File: config.mk
export PLATFORM = sky130hd
export DESIGN_NAME = tisc_res_queue
export DESIGN_NICKNAME = d
export VERILOG_FILES = /design/src/hw/rtl/tisc_pkg.sv /design/src/hw/rtl/tisc_res_queue.sv
export SDC_FILE = /design/constraint.sdc
export NUM_CORES = 1
export LEC_CHECK = 0
export BUFFER_PORTS_ARGS = -buffer_cell sky130_fd_sc_hd__buf_2
export CORE_ASPECT_RATIO = 1.25
export CORE_MARGIN = 2
export CORE_UTILIZATION = 51
export CTS_CLUSTER_SIZE = 20
export DETAILED_ROUTE_END_ITERATION = 16
export PLACE_DENSITY = 0.87
export RECOVER_POWER = 50
export SETUP_SLACK_MARGIN = 0.1
export SYNTH_ARGS = -nofsm -noshare
export SYNTH_HDL_FRONTEND = slang
export SYNTH_SLANG_ARGS = --single-unit
File: constraint.sdc
create_clock -name i_clk -period 3 [get_ports i_clk]
set_input_delay 0.15 -clock i_clk [delete_from_list [all_inputs] [get_ports i_clk]]
set_output_delay 0.15 -clock i_clk [all_outputs]
set_load 0.01 [all_outputs]
File: src/hw/rtl/tisc_pkg.sv
// Shared types and constants for the track identity switch counter.
// No dependencies; every other RTL file imports this package.
`default_nettype none

package tisc_pkg;

    // Store sizes.
    localparam int MAX_TRACKS = 64;
    localparam int MAX_TRUTH  = 64;
    localparam int TRK_AW     = $clog2(MAX_TRACKS);
    localparam int TRK_CW     = TRK_AW + 1;
    localparam int TRUTH_AW   = $clog2(MAX_TRUTH);

    // Field widths.
    localparam int POS_W    = 24;
    localparam int IDENT_W  = 16;
    localparam int TI_W     = 6;
    localparam int CUT_W    = 52;
    localparam int TCNT_W   = 7;
    localparam int TOTAL_W  = 32;
    localparam int DIFF_W   = POS_W + 1;
    localparam int SQ_W     = 2 * DIFF_W;

    // One track store entry: x, y, z and identity.
    localparam int ENTRY_W  = 3 * POS_W + IDENT_W;

    // Input opcodes.
    localparam logic [1:0] OP_CLEAR = 2'd0;
    localparam logic [1:0] OP_ADD   = 2'd1;
    localparam logic [1:0] OP_EVAL  = 2'd2;
    localparam logic [1:0] OP_SPARE = 2'd3;

    // Configuration register indexes.
    localparam logic [1:0] REG_CUTOFF = 2'd0;
    localparam logic [1:0] REG_TCOUNT = 2'd1;

    // Command queue depth.
    localparam int CQ_DEPTH = 4;
    localparam int CQ_AW    = $clog2(CQ_DEPTH);

    typedef enum logic [1:0] {
        CMD_CLEAR,
        CMD_ADD,
        CMD_EVAL
    } t_cmd_kind;

    typedef struct packed {
        t_cmd_kind                  kind;
        logic signed [POS_W-1:0]    x;
        logic signed [POS_W-1:0]    y;
        logic signed [POS_W-1:0]    z;
        logic [IDENT_W-1:0]         ident;
        logic [TI_W-1:0]            ti;
    } t_cmd;

    typedef struct packed {
        logic [TI_W-1:0]    ti;
        logic [IDENT_W-1:0] ident;
        logic               switched;
        logic [TOTAL_W-1:0] total;
        logic               dropped;
    } t_res;

    typedef enum logic [1:0] {
        BS_IDLE,
        BS_SCAN,
        BS_DRAIN,
        BS_FINISH
    } t_bstate;

endpackage

`default_nettype wire

File: src/hw/rtl/tisc_res_queue.sv
// Result queue between the back end and the result ports.
// Depends on tisc_pkg.
`default_nettype none

module tisc_res_queue (
    input  wire             i_clk,
    input  wire             i_rst_n,
    input  tisc_pkg::t_res  i_res,
    input  wire             i_push,
    output logic            o_full,
    output tisc_pkg::t_res  o_res,
    output logic            empty,
    input  wire             pop
);
    import tisc_pkg::*;

    t_res        r_q [2];
    logic        r_wp, r_rp;
    logic [1:0]  r_cnt;
    logic        enq, deq;

    assign o_full = (r_cnt == 2'd2);
    assign empty  = (r_cnt == 2'd0);
    assign o_res  = r_q[r_rp];
    assign enq    = i_push && !o_full;
    assign deq    = pop && !empty;

    // Payload.
    always_ff @(posedge i_clk) begin
        if (enq) begin
            r_q[r_wp] <= i_res;
        end
    end

    // Pointers and fill.
    always_ff @(posedge i_clk) begin
        if (!i_rst_n) begin
            r_wp  <= 1'b0;
            r_rp  <= 1'b0;
            r_cnt <= 2'd0;
        end else begin
            if (enq) begin
                r_wp <= !r_wp;
            end
            if (deq) begin
                r_rp <= !r_rp;
            end
            case ({enq, deq})
                2'b10:   r_cnt <= r_cnt + 1'b1;
                2'b01:   r_cnt <= r_cnt - 1'b1;
                default: r_cnt <= r_cnt;
            endcase
        end
    end

endmodule

`default_nettype wire

# Word-level counts from Yosys, hierarchy flattened
# Memories as Yosys holds them, arrays and structs flattened. A register that Yosys moved wholly into a read port is not among the register bits.
# Cells that the tools add are included.
dict set report word_totals {
  ramBits 112
  out_inout_bits 58
  wordCells 22
  latchBits 0
  mem_count 1
  rom_bits 0
  in_bits 60
  register_bits 4
}
# memory words word_bits read_ports rd_ports_with_merged_regs wr line
set mem_list {}
lappend mem_list {r_q 2 56 1 1 1 tisc_res_queue.sv:17} ;# t_res r_q [2];
dict set report classes {
  addsub 2
  n_shift 0
  div 0
  multipliers 0
  eq_ne 3
  n_lt_le_gt_ge 0
  n_bitwise 0
  n_reduce_logical 8
  n_mux 5
}
# cell n
set op_table {}
lappend op_table {{== test 2 bit, second input constant} 2}
lappend op_table {{logical NOT 1 bit} 4}
lappend op_table {{2-to-1 mux 1 bit} 4}
lappend op_table {{case mux 2 bit (2 select lines)} 1}
lappend op_table {{adder 2 x 1 -> 2 bit, second input constant} 1}
lappend op_table {{== test 2 x 1 -> 1 bit, second input constant} 1}
lappend op_table {{logical AND 1 bit} 2}
lappend op_table {{logical NOT 2 bit} 1}
lappend op_table {{nonzero test 2 bit} 1}
lappend op_table {{subtractor 2 x 1 -> 2 bit, second input constant} 1}

# Depth between registers and ports, before layout
dict set report depth {
  depth_word 5
  depth_mapped 6
  depth_no_buf 6
}

# Least setup slack after synthesis
# Ideal clock, no wire load.
dict set report synth_timing {
  path_kind {register to register}
  start {register r_cnt[0]}
  end {memory r_q[0][0] (netlist bit) (enable)}
  stages_incl_launch_ff 5
  period_less_slack_ns 2.432
  slack_ns 0.568
  arrival_ns 2.022
  path_cell_list {dfxtp_1 nand2b_2 inv_2 or3_1 inv_1}
}
dict set report synth_between {
  elab_chain_cells 5
}
# element line
set synth_lines {}
lappend synth_lines {{from (decl)} tisc_res_queue.sv:19} ;# logic [1:0] r_cnt;
lappend synth_lines {{from (signal assigned)} tisc_res_queue.sv:49} ;# 2'b10: r_cnt <= r_cnt + 1'b1;
lappend synth_lines {{from (signal assigned)} tisc_res_queue.sv:50} ;# 2'b01: r_cnt <= r_cnt - 1'b1;
lappend synth_lines {{from (signal assigned)} tisc_res_queue.sv:51} ;# default: r_cnt <= r_cnt;
lappend synth_lines {{== test 2 bit} tisc_res_queue.sv:22} ;# assign o_full = (r_cnt == 2'd2);
lappend synth_lines {{named net o_full} tisc_res_queue.sv:10} ;# output logic o_full,
lappend synth_lines {{logical NOT 1 bit} tisc_res_queue.sv:25} ;# assign enq = i_push && !o_full;
lappend synth_lines {{logical AND 1 bit} tisc_res_queue.sv:25}
lappend synth_lines {{2-to-1 mux 1 bit} tisc_res_queue.sv:30} ;# if (enq) begin
lappend synth_lines {{2-to-1 mux 1 bit (implied by the code)} tisc_res_queue.sv:31} ;# r_q[r_wp] <= i_res;
lappend synth_lines {{to (decl)} tisc_res_queue.sv:17}
# The timed path passes the listed nets, and every way through them passes these cells.

# Worst setup path in the final report
dict set report layout_timing {
  start {register r_cnt[0]}
  end {memory r_q[1][39] (netlist bit) (enable)}
}
dict set report layout_between {
  elab_chain_cells 5
}
# element line
set layout_lines {}
lappend layout_lines {{== test 2 bit} tisc_res_queue.sv:22}
lappend layout_lines {{logical NOT 1 bit} tisc_res_queue.sv:25}
lappend layout_lines {{logical AND 1 bit} tisc_res_queue.sv:25}
lappend layout_lines {{2-to-1 mux 1 bit} tisc_res_queue.sv:30}
lappend layout_lines {{2-to-1 mux 1 bit (implied by the code)} tisc_res_queue.sv:31}
# No other way between the ends.

==> results.py <==
metrics = {
    "status": {
        "outcome": "finished, violations left",
        "failed_checks": "DRC",
    },
    "yosys": {
        "synth_top_area_share_pct": 78.9,
        "yosys_warnings": 0,
        "yosys-top-cells-area": "edfxtp_1 79%, mux2_2 15%, dfxtp_1 2.3%, buf_2 0.70%, xnor2_1 0.62%",
        "synth-simple-area-share_pct": 1.26,
        "seq_area_frac_synth_pct": 81.3,
        "synth_compound_area_share_pct": 0.764,
        "synth_fp_nets": 261,
        "yosys.area_share.adder_pct": 0.294,
        "synth_cells": 200,
        "yosysTopAreaCell": "edfxtp_1",
        "synthMuxAreaShare_pct": 14.8,
        "synth-seq-cells": 117,
        "synth.distinct_cells": 18,
        "synth_area_um2": 4260,
        "synthXorXnorAreaFrac_pct": 0.617,
        "synth_top_family_by_area": "multiplexers",
        "postSynthAreaPerCell_um2": 21.3,
    },
    "global_route": {
        "grt_pass1_wl_um": 13200,
        "grt_use_total_pct": 20.0,
        "grt_max_degree": 46,
        "antenna_found_initial": 0,
        "gr-total-overflow": 0,
        "grt_pass1_vias": 2759,
    },
    "timing": {
        "fmax_ghz": 0.420,
        "maxSlewHeadroom_pct": 11.3,
        "fin_crit_sh_pct": 79.3,
        "hold_viol": 0,
        "slew_viol_final": 0,
        "setup_violations": 0,
        "rsz0062_at_grt": "no",
        "tns_ns": 0,
        "tightest_slew_ns": 1.33,
        "setup_ws_ns": 0.622,
        "layout_min_cycle_time_ns": 2.38,
        "finClkSkew_ns": 0.00973,
    },
    "drt": {
        "ant_nets": 0,
        "vias_per_cell": 5.03,
        "num_vias": 2519,
        "drtIter0Drc": 135,
        "routed_wl_um": 8490,
        "firstDrtPassIters": 11,
        "post-route-drc-count": 6,
        "routedWlPerCell_um": 16.9,
    },
    "floorplan": {
        "ioPinCount": 118,
        "dieWidth_um": 85.8,
        "start_util_pct": 52.0,
        "die_y_um": 106,
        "dieArea_um2": 9110,
        "coreArea_um2": 8190,
        "row_count": 37,
    },
    "critical_path": {
        "rrSetupSlack_ns": 0.62,
        "required_ns": 3.20,
        "end_kind": "register",
        "worst-setup-path-type": "reg2reg",
        "crit_slowest_cell": "and3_1",
        "crit_chain": "nand2b_2 -> and3_1 -> buf_4",
        "cp_max_fo": 27,
        "max_stage_delay_ns": 1.05,
        "cp-start-kind": "register",
        "crit_family": "simple AND/OR/NAND/NOR gates",
        "r2r-start": "r_cnt[0]",
        "cp_data_arrival_time_ns": 2.58,
        "reg2regPathDepth": 3,
        "crit_buf_inv": 1,
        "crit-reg2reg-capture": "r_q[1][39]",
    },
    "job": {
        "drv_cap": 0,
    },
    "clock_network": {
        "numCtsBuffers": 17,
        "cts.root.buffer_cell": "clkbuf_8",
        "clk-insertion-delay-late_ns": 0.51,
        "clock_sinks": 117,
        "clk_pin_slew_ns": 0.05,
        "cts_setup_buffers": 0,
        "ctsLongestPathBuffers": 2,
        "htreeDepth": 4,
        "cts_tree": "built",
    },
    "min_path": {
        "min_path_cells": 4,
        "hp-class": "in2reg",
        "hold_start": "i_push",
        "min_to": "r_wp",
    },
    "layout": {
        "drive_above_1_share_pct": 39.4,
        "syn2layout_area_growth_pct": 42.4,
        "finalNetCount": 452,
        "num_antenna_cells": 0,
    },
    "placed_design": {
        "gp_congestion": 0.705,
        "dp_hpwl_um": 4780,
        "post-place-ws_ns": 1.07,
        "io_buffers": 117,
    },
    "power": {
        "peakVddDrop_mv": 0.560,
        "p_leak_nw": 2.23,
        "power.density_nw_per_um2": 868,
    },
}
-- cells in the mapped netlist --
cell        n
inv_1       2
and3_1      1
inv_2       1
xnor2_1     3
dfxtp_1     5
o21ai_0     2
nor2_1      1
buf_2       6
ha_1        1
or3_1       2
o21a_1      1
and2_1      1
nor2b_1     2
mux2_2     56
nand2_1     1
nand2b_2    1
edfxtp_1  112
a21boi_1    2
-- worst register-to-register path, cell delays in order, from the launching register on --
cell      delay [ns]
dfxtp_1         0.42
nand2b_2        0.18
and3_1          1.05
buf_4           0.41
-- per-layer routing --
layer | track usage [%] | wire [um] | vias up
met2 | 36.8 | 4750 | 93
met3 | 7.07 | 454 | 22
met5 | 0 | 0 | -
met1 | 19.3 | 3050 | 1231
li1 | - | - | 1173
met4 | 9.98 | 228 | 0
-- kinds of logic after synthesis --
logic type,count (synthesis)
muxes,56
and+or+nand+nor,9
buffers and inverters,9
adders and majority gates,1
DFF,117
AOI/OAI and AO/OA,5
xor gates and xnor gates,3
-- how the worst max path moves through the flow --
stage / from / to / slack [ns] / depth (start not counted)
after floorplan: r_cnt[0] / r_q[0][0] / 0.57 / 4
after global placement: r_cnt[0] / r_q[1][36] / 1.12 / 3
after detailed placement: r_cnt[0] / r_q[1][48] / 1.07 / 3
after CTS: register / o_res[41] / 0.69 / 3
after global routing: r_cnt[0] / r_q[1][38] / 0.45 / 3
final: r_cnt[0] / r_q[1][39] / 0.62 / 3
-- per-stage QoR --
stage | total power, mW | utilization, % | cells | hold WS (ns) | instance area, um2
after detailed placement | 3.37 | 61.0 | 412 | 0.342 | 4990
after global placement | 3.33 | 61.0 | 412 | 0.338 | 4990
after global routing | 5.49 | 74.0 | 501 | 0.0898 | 6070
after CTS | 5.32 | 74.7 | 501 | 0.0647 | 6120
after floorplan | 2.91 | - | 200 | 0.249 | 4260
final | 5.26 | 74.0 | 501 | 0.0936 | 6070
-- repair_timing --
item,4_1_cts,5_1_grt
gates resized for setup,0,0
hold endpoints to repair,117,0
hold buffers,57,0
-- power by group --
group	switching (mW)	internal, mW	total [mW]
Sequential	0.123	2.07	2.19
Clock	0.635	1.24	1.87
Combinational	0.594	0.607	1.20
Total	1.35	3.91	5.26
-- state kept, by name, summed over array words and instances (netlist names), named ones only --
name / count
r_q: 112
r_cnt: 2
r_rp: 1
r_wp: 1
-- area by class of cell --
type / instances / area [um2]
fillers: 506 / 2130
repair buffers: 178 / 1150
inverters: 3 / 11.3
clock inverters: 14 / 141
well taps: 97 / 121
multi-input cells: 74 / 756
clock buffers: 18 / 418
flip-flops and latches: 117 / 3460
-- placed cells by master, fill, tap and decap left out, types with 2 or more instances in the layout --
master / netlist / routed
clkbuf_1: 0 / 47
xnor2_1: 3 / 3
nor2b_1: 2 / 2
clkbuf_16: 0 / 16
buf_4: 0 / 2
clkinv_2: 0 / 5
or3_1: 2 / 2
edfxtp_1: 112 / 112
bufinv_16: 0 / 3
inv_1: 2 / 3
clkinv_1: 0 / 5
o21ai_0: 2 / 2
dlygate4sd3_1: 0 / 57
buf_2: 6 / 71
a21boi_0: 0 / 2
dfxtp_1: 5 / 4
buf_12: 0 / 2
mux2_2: 56 / 56
(Power assumes the default switching activity.)
