`src/hw/rtl/tisc_pkg.sv`:
```
// Shared types and constants for the track identity switch counter.
// No dependencies; every other RTL file imports this package.
`default_nettype none

package tisc_pkg;

    // Store sizes.
    localparam int MAX_TRACKS = 64;
    localparam int MAX_TRUTH  = 64;
    localparam int TRK_AW     = $clog2(MAX_TRACKS);
    localparam int TRK_CW     = TRK_AW + 1;
    localparam int TRUTH_AW   = $clog2(MAX_TRUTH);

    // Field widths.
    localparam int POS_W    = 24;
    localparam int IDENT_W  = 16;
    localparam int TI_W     = 6;
    localparam int CUT_W    = 52;
    localparam int TCNT_W   = 7;
    localparam int TOTAL_W  = 32;
    localparam int DIFF_W   = POS_W + 1;
    localparam int SQ_W     = 2 * DIFF_W;

    // One track store entry: x, y, z and identity.
    localparam int ENTRY_W  = 3 * POS_W + IDENT_W;

    // Input opcodes.
    localparam logic [1:0] OP_CLEAR = 2'd0;
    localparam logic [1:0] OP_ADD   = 2'd1;
    localparam logic [1:0] OP_EVAL  = 2'd2;
    localparam logic [1:0] OP_SPARE = 2'd3;

    // Configuration register indexes.
    localparam logic [1:0] REG_CUTOFF = 2'd0;
    localparam logic [1:0] REG_TCOUNT = 2'd1;

    // Command queue depth.
    localparam int CQ_DEPTH = 4;
    localparam int CQ_AW    = $clog2(CQ_DEPTH);

    typedef enum logic [1:0] {
        CMD_CLEAR,
        CMD_ADD,
        CMD_EVAL
    } t_cmd_kind;

    typedef struct packed {
        t_cmd_kind                  kind;
        logic signed [POS_W-1:0]    x;
        logic signed [POS_W-1:0]    y;
        logic signed [POS_W-1:0]    z;
        logic [IDENT_W-1:0]         ident;
        logic [TI_W-1:0]            ti;
    } t_cmd;

    typedef struct packed {
        logic [TI_W-1:0]    ti;
        logic [IDENT_W-1:0] ident;
        logic               switched;
        logic [TOTAL_W-1:0] total;
        logic               dropped;
    } t_res;

    typedef enum logic [1:0] {
        BS_IDLE,
        BS_SCAN,
        BS_DRAIN,
        BS_FINISH
    } t_bstate;

endpackage

`default_nettype wire

```
`src/hw/rtl/tisc_front.sv`:
```
// Front end: takes input requests, drops unused opcodes and queues commands.
// Depends on tisc_pkg.
`default_nettype none

module tisc_front (
    input  wire                             i_clk,
    input  wire                             i_rst_n,
    input  wire                             push,
    output logic                            full,
    input  wire  [1:0]                      i_opcode,
    input  wire  signed [tisc_pkg::POS_W-1:0] i_pos_x,
    input  wire  signed [tisc_pkg::POS_W-1:0] i_pos_y,
    input  wire  signed [tisc_pkg::POS_W-1:0] i_pos_z,
    input  wire  [tisc_pkg::IDENT_W-1:0]    i_track_ident,
    input  wire  [tisc_pkg::TI_W-1:0]       i_truth_index,
    output tisc_pkg::t_cmd                  o_cmd,
    output logic                            o_cmd_valid,
    input  wire                             i_cmd_pop
);
    import tisc_pkg::*;

    t_cmd             r_q [CQ_DEPTH];
    logic [CQ_AW-1:0] r_wp, r_rp;
    logic [CQ_AW:0]   r_cnt;
    logic             take, enq, deq;
    t_cmd             cmd_in;

    assign full        = (r_cnt == CQ_AW'(0) + (CQ_AW+1)'(CQ_DEPTH));
    assign o_cmd_valid = (r_cnt != '0);
    assign o_cmd       = r_q[r_rp];

    // Classify the request; unused opcodes are accepted and discarded.
    always_comb begin
        take = push && !full;
        enq  = take && (i_opcode != OP_SPARE);
        deq  = i_cmd_pop && o_cmd_valid;
        case (i_opcode)
            OP_CLEAR: cmd_in.kind = CMD_CLEAR;
            OP_ADD:   cmd_in.kind = CMD_ADD;
            default:  cmd_in.kind = CMD_EVAL;
        endcase
        cmd_in.x     = i_pos_x;
        cmd_in.y     = i_pos_y;
        cmd_in.z     = i_pos_z;
        cmd_in.ident = i_track_ident;
        cmd_in.ti    = i_truth_index;
    end

    // Queue payload.
    always_ff @(posedge i_clk) begin
        if (enq) begin
            r_q[r_wp] <= cmd_in;
        end
    end

    // Queue pointers.
    always_ff @(posedge i_clk) begin
        if (!i_rst_n) begin
            r_wp  <= '0;
            r_rp  <= '0;
            r_cnt <= '0;
        end else begin
            if (enq) begin
                r_wp <= r_wp + 1'b1;
            end
            if (deq) begin
                r_rp <= r_rp + 1'b1;
            end
            case ({enq, deq})
                2'b10:   r_cnt <= r_cnt + 1'b1;
                2'b01:   r_cnt <= r_cnt - 1'b1;
                default: r_cnt <= r_cnt;
            endcase
        end
    end

endmodule

`default_nettype wire

```
`config.mk`:
```
export PLATFORM = sky130hd
export DESIGN_NAME = tisc_front
export DESIGN_NICKNAME = d
export VERILOG_FILES = /design/src/hw/rtl/tisc_pkg.sv /design/src/hw/rtl/tisc_front.sv
export SDC_FILE = /design/constraint.sdc
export NUM_CORES = 1
export LEC_CHECK = 0
export BUFFER_PORTS_ARGS = -buffer_cell sky130_fd_sc_hd__buf_2
export CAP_MARGIN = 40
export CELL_PAD_IN_SITES_DETAIL_PLACEMENT = 2
export CELL_PAD_IN_SITES_GLOBAL_PLACEMENT = 2
export CORE_ASPECT_RATIO = 0.6
export CORE_MARGIN = 3
export CORE_UTILIZATION = 45
export CTS_CLUSTER_SIZE = 28
export DETAILED_ROUTE_END_ITERATION = 6
export HOLD_SLACK_MARGIN = 0.15
export PLACE_DENSITY = 0.88
export SLEW_MARGIN = 0
export SYNTH_ARGS = -nofsm -noshare
export SYNTH_HDL_FRONTEND = slang
export SYNTH_SLANG_ARGS = --single-unit
export TNS_END_PERCENT = 1
```
`constraint.sdc`:
```
create_clock -name i_clk -period 3.9 [get_ports i_clk]
set_input_delay 0.39 -clock i_clk [delete_from_list [all_inputs] [get_ports i_clk]]
set_output_delay 0.39 -clock i_clk [all_outputs]
set_load 0.05 [all_outputs]
```
* Word level (Yosys, flattened, before mapping)
Memory sizes are Yosys's and may differ from the RTL's. A register that Yosys moved wholly into a read port is not among the register bits. Index checks and enable logic that the tools add are counted.
Operators by class: add/subtract/negate cells 4, equal/unequal tests 5, muxes and demuxes 6, reduce and logical (&&, ||, !) cells 7
Operator list (number):
- case mux 3 bit (2 select lines) | 1
- adder 2 x 1 -> 2 bit (second input constant) | 2
- equality test 2 x 1 -> 1 bit (second input constant) | 2
- two-way mux 2 bit | 2
- case mux 2 bit (2 select lines) | 1
- adder 3 x 1 -> 3 bit (second input constant) | 1
- equality test 3 bit (second input constant) | 1
- logical AND 1 bit | 3
- nonzero test 3 bit | 1
- subtractor 3 x 1 -> 3 bit (second input constant) | 1
- equality test 2 bit (second input constant) | 1
- logical NOT 2 bit | 1
- two-way mux 1 bit | 2
- != test 2 bit (second input constant) | 1
- nonzero test 2 bit | 1
- logical NOT 1 bit | 1
Word-level totals: register bits after elaboration 7, RAM bits 384, input bits 100, output and inout bits 98, word-level logic and storage cells 26, memories kept 1
Memory list:
- r_q | words 4, bits a word 96, rd ports 1, clocked after Yosys merged registers in 1, wr ports 1, line tisc_front.sv:22 | t_cmd r_q [CQ_DEPTH];

* Logic depth before layout (Yosys ltp)
Gate-level depths: netlist of run 1.
depth in word-level cells 6, depth in mapped cells 9, mapped depth without buffers 9

* Least setup slack after synthesis of run 1
OpenSTA, ideal clock, no wires.
path type flip-flop to flip-flop, from register r_cnt[2], to memory r_q[2][0] (netlist name) (enable), library setup time 0.466 ns, arrival 3.368 ns, required time 3.434 ns, setup slack 0.067 ns, cell stages (with the launch flop) 4, buffers on the path 0, period minus slack after synthesis 3.833 ns, cell sequence dfxtp_1 -> nor3b_1 -> a211oi_2 -> and2_1
Between the ends: word-level cells in the longest chain between the ends 6
RTL lines:
- start, declared | line tisc_front.sv:24 | logic [CQ_AW:0] r_cnt;
- start signal, assigned | line tisc_front.sv:70 | 2'b10: r_cnt <= r_cnt + 1'b1;
- start signal, assigned | line tisc_front.sv:71 | 2'b01: r_cnt <= r_cnt - 1'b1;
- start signal, assigned | line tisc_front.sv:72 | default: r_cnt <= r_cnt;
- equality test 3 bit | line tisc_front.sv:28 | assign full = (r_cnt == CQ_AW'(0) + (CQ_AW+1)'(CQ_DEPTH));
- named net full | line tisc_front.sv:9 | output logic full,
- logical NOT 1 bit | line tisc_front.sv:34 | take = push && !full;
- logical AND 1 bit | line tisc_front.sv:34
- logical AND 1 bit | line tisc_front.sv:35 | enq = take && (i_opcode != OP_SPARE);
- two-way mux 1 bit | line tisc_front.sv:51 | if (enq) begin
- two-way mux 1 bit (not written as such) | line tisc_front.sv:52 | r_q[r_wp] <= cmd_in;
- end, declared | line tisc_front.sv:22
The timed path passes the listed nets, and every way through them passes these cells.

==> qor.csv, run 1 <==
metric,value,unit
status,"finished, final reports clean",
wl_per_cell,31.3,um
clk_pin_slew,0.07,ns
htree_num_levels,2,
portBuffers,197,
grt_pass1_vias,8194,
drive_gt1_frac,0.397,
leakagePower,6.02,nW
drt-pass1-iter-count,5,
num-nets-final,978,
final_antenna_net_count,0,
max_stage_delay,0.75,ns
route.detailed.drc,0,
rsz0062_at_grt,no,
final_core_util,0.586,
synth_warnings,0,
routed_wirelength,40900,um
area_delta_synth_final,25.2,%
clock_skew,0.0510,ns
hold_viol,0,
ys_ff_latch,393,
start_kind,register,
numCtsBuffers,37,
via_per_inst,5.53,
clk_latency,0.57,ns
slowest_stage,dfxtp_4,
ctsResizeCount,0,
synth_cells,556,
setup_tns,0,ns
yosysSeqAreaShare,0.816,
max_slew_margin,0.549,
cap_violations,0,
layout_commonest_cell,edfxtp_1,
path_cells,buf_12 > mux4_2 > buf_2,
path_max_fanout,39,
avgSynthCellArea,25.8,um^2
die_h,144,um
cp.arrival,2.54,ns
vias,7237,
layout_min_cycle_time,2.93,ns
grt_max_degree,61,
final_cell_mix,"384 x edfxtp_1, 197 x buf_2, 96 x mux4_2, 95 x dlygate4sd3_1, 39 x clkbuf_16",
tritoncts,yes,
grt.overflow.total,0,
place_congestion,0.742,
setup_viol,0,
die-area,34200,um^2
hpwlAfterDp,23800,um
grt_util_all_layers,0.241,
core-area,30700,um^2
finalMaxSlewViolations,0,
post_cts_buffers,0,
end_kind,primary output,
crit_type,register to primary output,
syn_area,14400,um^2
ioPinCount,198,
max_slew.worst_pin.slew,0.677,ns
cts_root_buffer,clkbuf_16,
drtIter0Drc,594,
required,3.51,ns
synth_cell_types,24,
fin_crit_sh,0.752,
grt_pass1_wl,58900,um
clock_path_buffers,3,
max_freq,0.341,GHz
die_w,237,um
synth_area_leader_cell,edfxtp_1,
peakVddDrop,0.501,mV
fp-row-count,49,
cts_num_sinks,393,
ys_top_cells_by_area,"edfxtp_1 80%, mux4_2 15%, dfxtp_1 1.3%",
antenna_found_initial,4,
syn_nets,662,
power_density,711,nW/um^2
n_fill_cell,2458,
start_util,0.468,
min_path_type,input pin to register,
synth_top_area_frac,0.803,
power breakdown:
part / internal, mW / switching (mW) / leakage, nW
registers: 4.97 / 0.242 / 3.58
clock network: 2.01 / 1.61 / 0.559
logic: 1.25 / 2.70 / 1.87
cell type report:
type,instances,area (um^2),share of cell area
Sequential cell,393,11700,0.652
Multi-Input combinational cell,132,2460,0.137
Timing Repair Buffer,301,2090,0.116
Clock buffer,54,1050,0.0585
Tap cell,408,510,0.0284
Clock inverter,12,113,0.00627
Inverter,7,26.3,0.00146
Antenna cell,1,2.50,0.000139
flip-flops by register name, summed over array words and instances, names as in the netlist, named ones only:
register  count
r_q         384
r_wp          2
r_rp          2
r_cnt         3
synthesized netlist by cell type:
library cell  count
ha_1              5
and2_1            7
xor2_1            1
o311ai_0          1
a211oi_2          1
buf_2            11
o31a_1            1
fa_1              1
nor3b_1           1
o21ai_0           2
buf_12            1
dfxtp_1           9
xnor2_1           3
nor2b_1           3
nand2_1           5
buf_6             1
inv_1             7
a21boi_0          1
buf_8             4
edfxtp_1        384
mux4_2           96
mux2i_1           2
or3_1             2
clkbuf_1          7
critical path: cells and delay by family, from the launching register on:
kind	cells	cell delay [ns]
buf+inv	2	0.61
flops	1	0.75
mux	1	0.59
path summary, 6_finish.rpt:
kind,from,end,slack (ns),cells past startpoint
worst min-delay path,i_rst_n,r_cnt[0],0.20,2
worst min register to register,r_wp[0],r_wp[0],0.53,2
worst max-delay path,register,o_cmd[8],0.97,3
worst max register to register,r_cnt[0],r_q[1][4],1.22,4
cell families after synthesis:
| family | Yosys count | synth area share |
|---|---|---|
| flip-flops | 393 | 0.816 |
| multiplexers | 98 | 0.152 |
| buffers and inverters | 31 | 0.0139 |
| AND/OR/NAND/NOR | 18 | 0.00706 |
| AO/OA/AOI/OAI | 6 | 0.00331 |
| adder cells (fa/ha/maj) | 6 | 0.00575 |
| XOR/XNOR | 4 | 0.00244 |
per-layer routing:
| layer | share of wire | GRT usage | up-vias |
|---|---|---|---|
| met5 | 0.00032 | 0 | - |
| met4 | 0.016 | 0.0524 | 2 |
| li1 | - | - | 3017 |
| met3 | 0.054 | 0.0486 | 50 |
| met1 | 0.41 | 0.314 | 3911 |
| met2 | 0.52 | 0.430 | 257 |
metrics by stage:
| stage | instance area (um^2) | hold WS (ns) | worst slack [ns] | instances | power [mW] |
|---|---|---|---|---|---|
| 2_1_floorplan | 14400 | 0.468 | 0.0668 | 556 | 8.22 |
| 3_3_place_gp | 15900 | 0.489 | 1.41 | 1146 | 9.02 |
| 3_5_place_dp | 15900 | 0.528 | 1.34 | 1146 | 9.15 |
| 4_1_cts | 18000 | 0.170 | 0.854 | 1307 | 12.9 |
| 5_1_grt | 18000 | 0.203 | 0.797 | 1308 | 13.2 |
| 6_report | 18000 | 0.201 | 0.969 | 1308 | 12.8 |
repair_timing:
item / 4_1_cts / 5_1_grt
hold buffers: 95 / 0
endpoints found under the hold margin: 380 / 0
setup endpoints to repair: 0 / 0
Note: power is estimated with default switching activity, not from simulation.
==> run 2: changes to the inputs <==
- ABC_AREA: default -> 1
- CORE_UTILIZATION: 45 -> 37
- PLACE_DENSITY: 0.88 -> 0.85
- clock period: 3.9 -> 2.4 ns (I/O delays scaled with it)
==> qor.csv, run 2 <==
metric,value,unit,change
area_delta_synth_final,27.3,%,was 25.2%
avgSynthCellArea,14.7,um^2,was 25.8 um^2
ys_ff_latch,393,,unchanged
clk_pin_slew,0.07,ns,about the same
cts_num_sinks,393,,unchanged
stdcell_count,1852,,was 1308
grt_max_degree,71,,was 61
finalMaxSlewViolations,0,,unchanged
synth_cell_types,19,,was 24
power_density,1120,nW/um^2,was 711 nW/um^2
stdcell_area,18800,um^2,was 18000 um^2
path_max_fanout,48,,was 39
max_slew_margin,0.626,,was 0.549
htree_num_levels,2,,unchanged
synth_warnings,0,,unchanged
clock_skew,0.0189,ns,was 0.0510 ns
grt_pass1_vias,11238,,was 8194
placedCellCount,1680,,was 1146
synth.most_common_cell,edfxtp_1,,unchanged
synth_area_leader_cell,edfxtp_1,,unchanged
crit_type,register to primary output,,unchanged
syn_area,14800,um^2,was 14400 um^2
clk_latency,0.53,ns,was 0.57 ns
vias,9715,,was 7237
antenna_found_initial,1,,was 4
end_kind,primary output,,unchanged
grt_pass1_wl,68200,um,was 58900 um
ioPinCount,198,,unchanged
cts_root_buffer,clkbuf_16,,unchanged
leakagePower,6.60,nW,was 6.02 nW
hpwlAfterDp,25500,um,was 23800 um
drive_gt1_frac,0.218,,was 0.397
portBuffers,197,,unchanged
numCtsBuffers,38,,was 37
min_path_type,input pin to register,,unchanged
async_flop_share,0,,unchanged
place_congestion,0.728,,was 0.742
top_regs,"r_q (384), r_cnt (3)",,unchanged
top_register,r_q,,unchanged
clock_path_buffers,3,,unchanged
multi_input_area,2580,um^2,was 2460 um^2
synth_cells,1004,,was 556
num-nets-final,1406,,was 978
setup_slack,0.0323,ns,was 0.969 ns
synth_edf_count,384,,unchanged
ys_top_cells_by_area,"edfxtp_1 78%, nor2_1 5.3%, o22ai_1 4.1%",,"was edfxtp_1 80%, mux4_2 15%, dfxtp_1 1.3%"
final-seq-area,11700,um^2,about the same
max_freq,0.422,GHz,
worstHoldStart,push,,was i_rst_n
core-area,39200,um^2,was 30700 um^2
rsz0062_at_grt,yes,,was no
fp-row-count,56,,was 49
status,"finished, final reports clean",,unchanged
synth_flop_cell,edfxtp_1,,unchanged
cap_violations,0,,unchanged
syn_nets,1110,,was 662
die-area,42500,um^2,was 34200 um^2
n_fill_cell,3715,,was 2458
grt.overflow.total,0,,unchanged
synth_top_area_frac,0.780,,was 0.803
via_per_inst,5.25,,was 5.53
start_kind,register,,unchanged
r2r_start,r_cnt[2],,was r_cnt[0]
die_h,161,um,was 144 um
fin_crit_sh,0.987,,
route.detailed.drc,0,,unchanged
place_area,16400,um^2,was 15900 um^2
grt_util_all_layers,0.208,,was 0.241
largest_reg_flops,384,,unchanged
drtIter0Drc,696,,was 594
final_cell_mix,"384 x edfxtp_1, 202 x nor2_1, 132 x buf_2, 100 x o21ai_0, 98 x dlygate4sd3_1",,"was 384 x edfxtp_1, 197 x buf_2, 96 x mux4_2, 95 x dlygate4sd3_1, 39 x clkbuf_16"
die_w,264,um,was 237 um
synth_common_cells,"384 x edfxtp_1, 207 x nor2_1, 103 x o21ai_0",,"was 384 x edfxtp_1, 96 x mux4_2, 11 x buf_2"
peakVddDrop,0.691,mV,was 0.501 mV
wl_per_cell,23.9,um,was 31.3 um
layout_min_cycle_time,2.37,ns,
cp.arrival,2.13,ns,was 2.54 ns
max_slew.worst_pin.slew,0.561,ns,was 0.677 ns
hold_viol,0,,unchanged
yosysSeqAreaShare,0.792,,was 0.816
routed_wirelength,44300,um,was 40900 um
drt-pass1-iter-count,5,,unchanged
required,2.16,ns,was 3.51 ns
hold_slack,0.285,ns,was 0.201 ns
setup_viol,0,,unchanged
start_util,0.377,,was 0.468
final_antenna_net_count,0,,unchanged
tritoncts,yes,,unchanged
place_ws,0.286,ns,was 1.34 ns
layout_commonest_cell,edfxtp_1,,unchanged
-- run 2: final cells by class --
cell class / instances / area share
sequential: 393 / 0.623
timing repair buffer: 319 / 0.138
multi-input combinational: 527 / 0.137
clock buffer: 51 / 0.0576
tap: 522 / 0.0347
inverter: 21 / 0.00485
clock inverter: 18 / 0.00439
antenna: 1 / 0.000133
-- run 2: timing repair --
| action | 4_1_cts | 5_1_grt |
|---|---|---|
| buffers inserted | 2 | 0 |
| hold endpoints to repair | 393 | 0 |
| hold buffers | 98 | 0 |
| gates resized for setup | 37 | 48 |
| gates cloned | 1 | 1 |
| endpoints found under the setup margin | 96 | 89 |
-- run 2: cell families after synthesis --
group / count (synthesis) / share of synthesized area
buffers and inverters: 84 / 0.0364
flip-flops: 393 / 0.792
AND/OR/NAND/NOR: 227 / 0.0579
adder cells (fa/ha/maj): 6 / 0.00559
AO/OA/AOI/OAI: 294 / 0.108
-- run 2: worst max-delay path, stage by stage, from the launching register on --
cell      delay, ns
dfxtp_4        0.55
buf_12         0.26
o21ai_0        0.14
o22ai_1        0.28
clkbuf_4       0.30
-- run 2: final timing paths --
path | endpoint | slack (ns) | depth (start not counted)
worst max-delay path | o_cmd[59] | 0.03 | 4
worst min-delay path | r_wp[0] | 0.29 | 6
worst max register to register | r_cnt[2] | 0.34 | 13
worst min register to register | register | 0.55 | 2
-- run 2: stage by stage --
step | setup TNS [ns] | util | total power [mW]
2_1_floorplan | -7.59 | - | 13.1
3_3_place_gp | 0 | 0.417 | 14.6
3_5_place_dp | 0 | 0.417 | 14.9
4_1_cts | -0.0635 | 0.476 | 21.0
5_1_grt | -0.836 | 0.480 | 22.1
6_report | 0 | 0.480 | 21.1
-- run 2: power by group --
group / leakage, nW / internal, mW / total, mW / switching, mW
sequential: 3.58 / 8.07 / 8.28 / 0.215
clock: 0.577 / 3.17 / 5.72 / 2.54
combinational: 2.45 / 1.84 / 7.11 / 5.27
-- run 2: routing by layer --
| metal | up-vias | track usage | routed length [um] |
|---|---|---|---|
| li1 | 4371 | - | - |
| met1 | 5081 | 0.270 | 19500 |
| met2 | 217 | 0.364 | 22200 |
| met3 | 46 | 0.0436 | 2000 |
| met4 | 0 | 0.0373 | 569 |
| met5 | - | 0 | 0 |
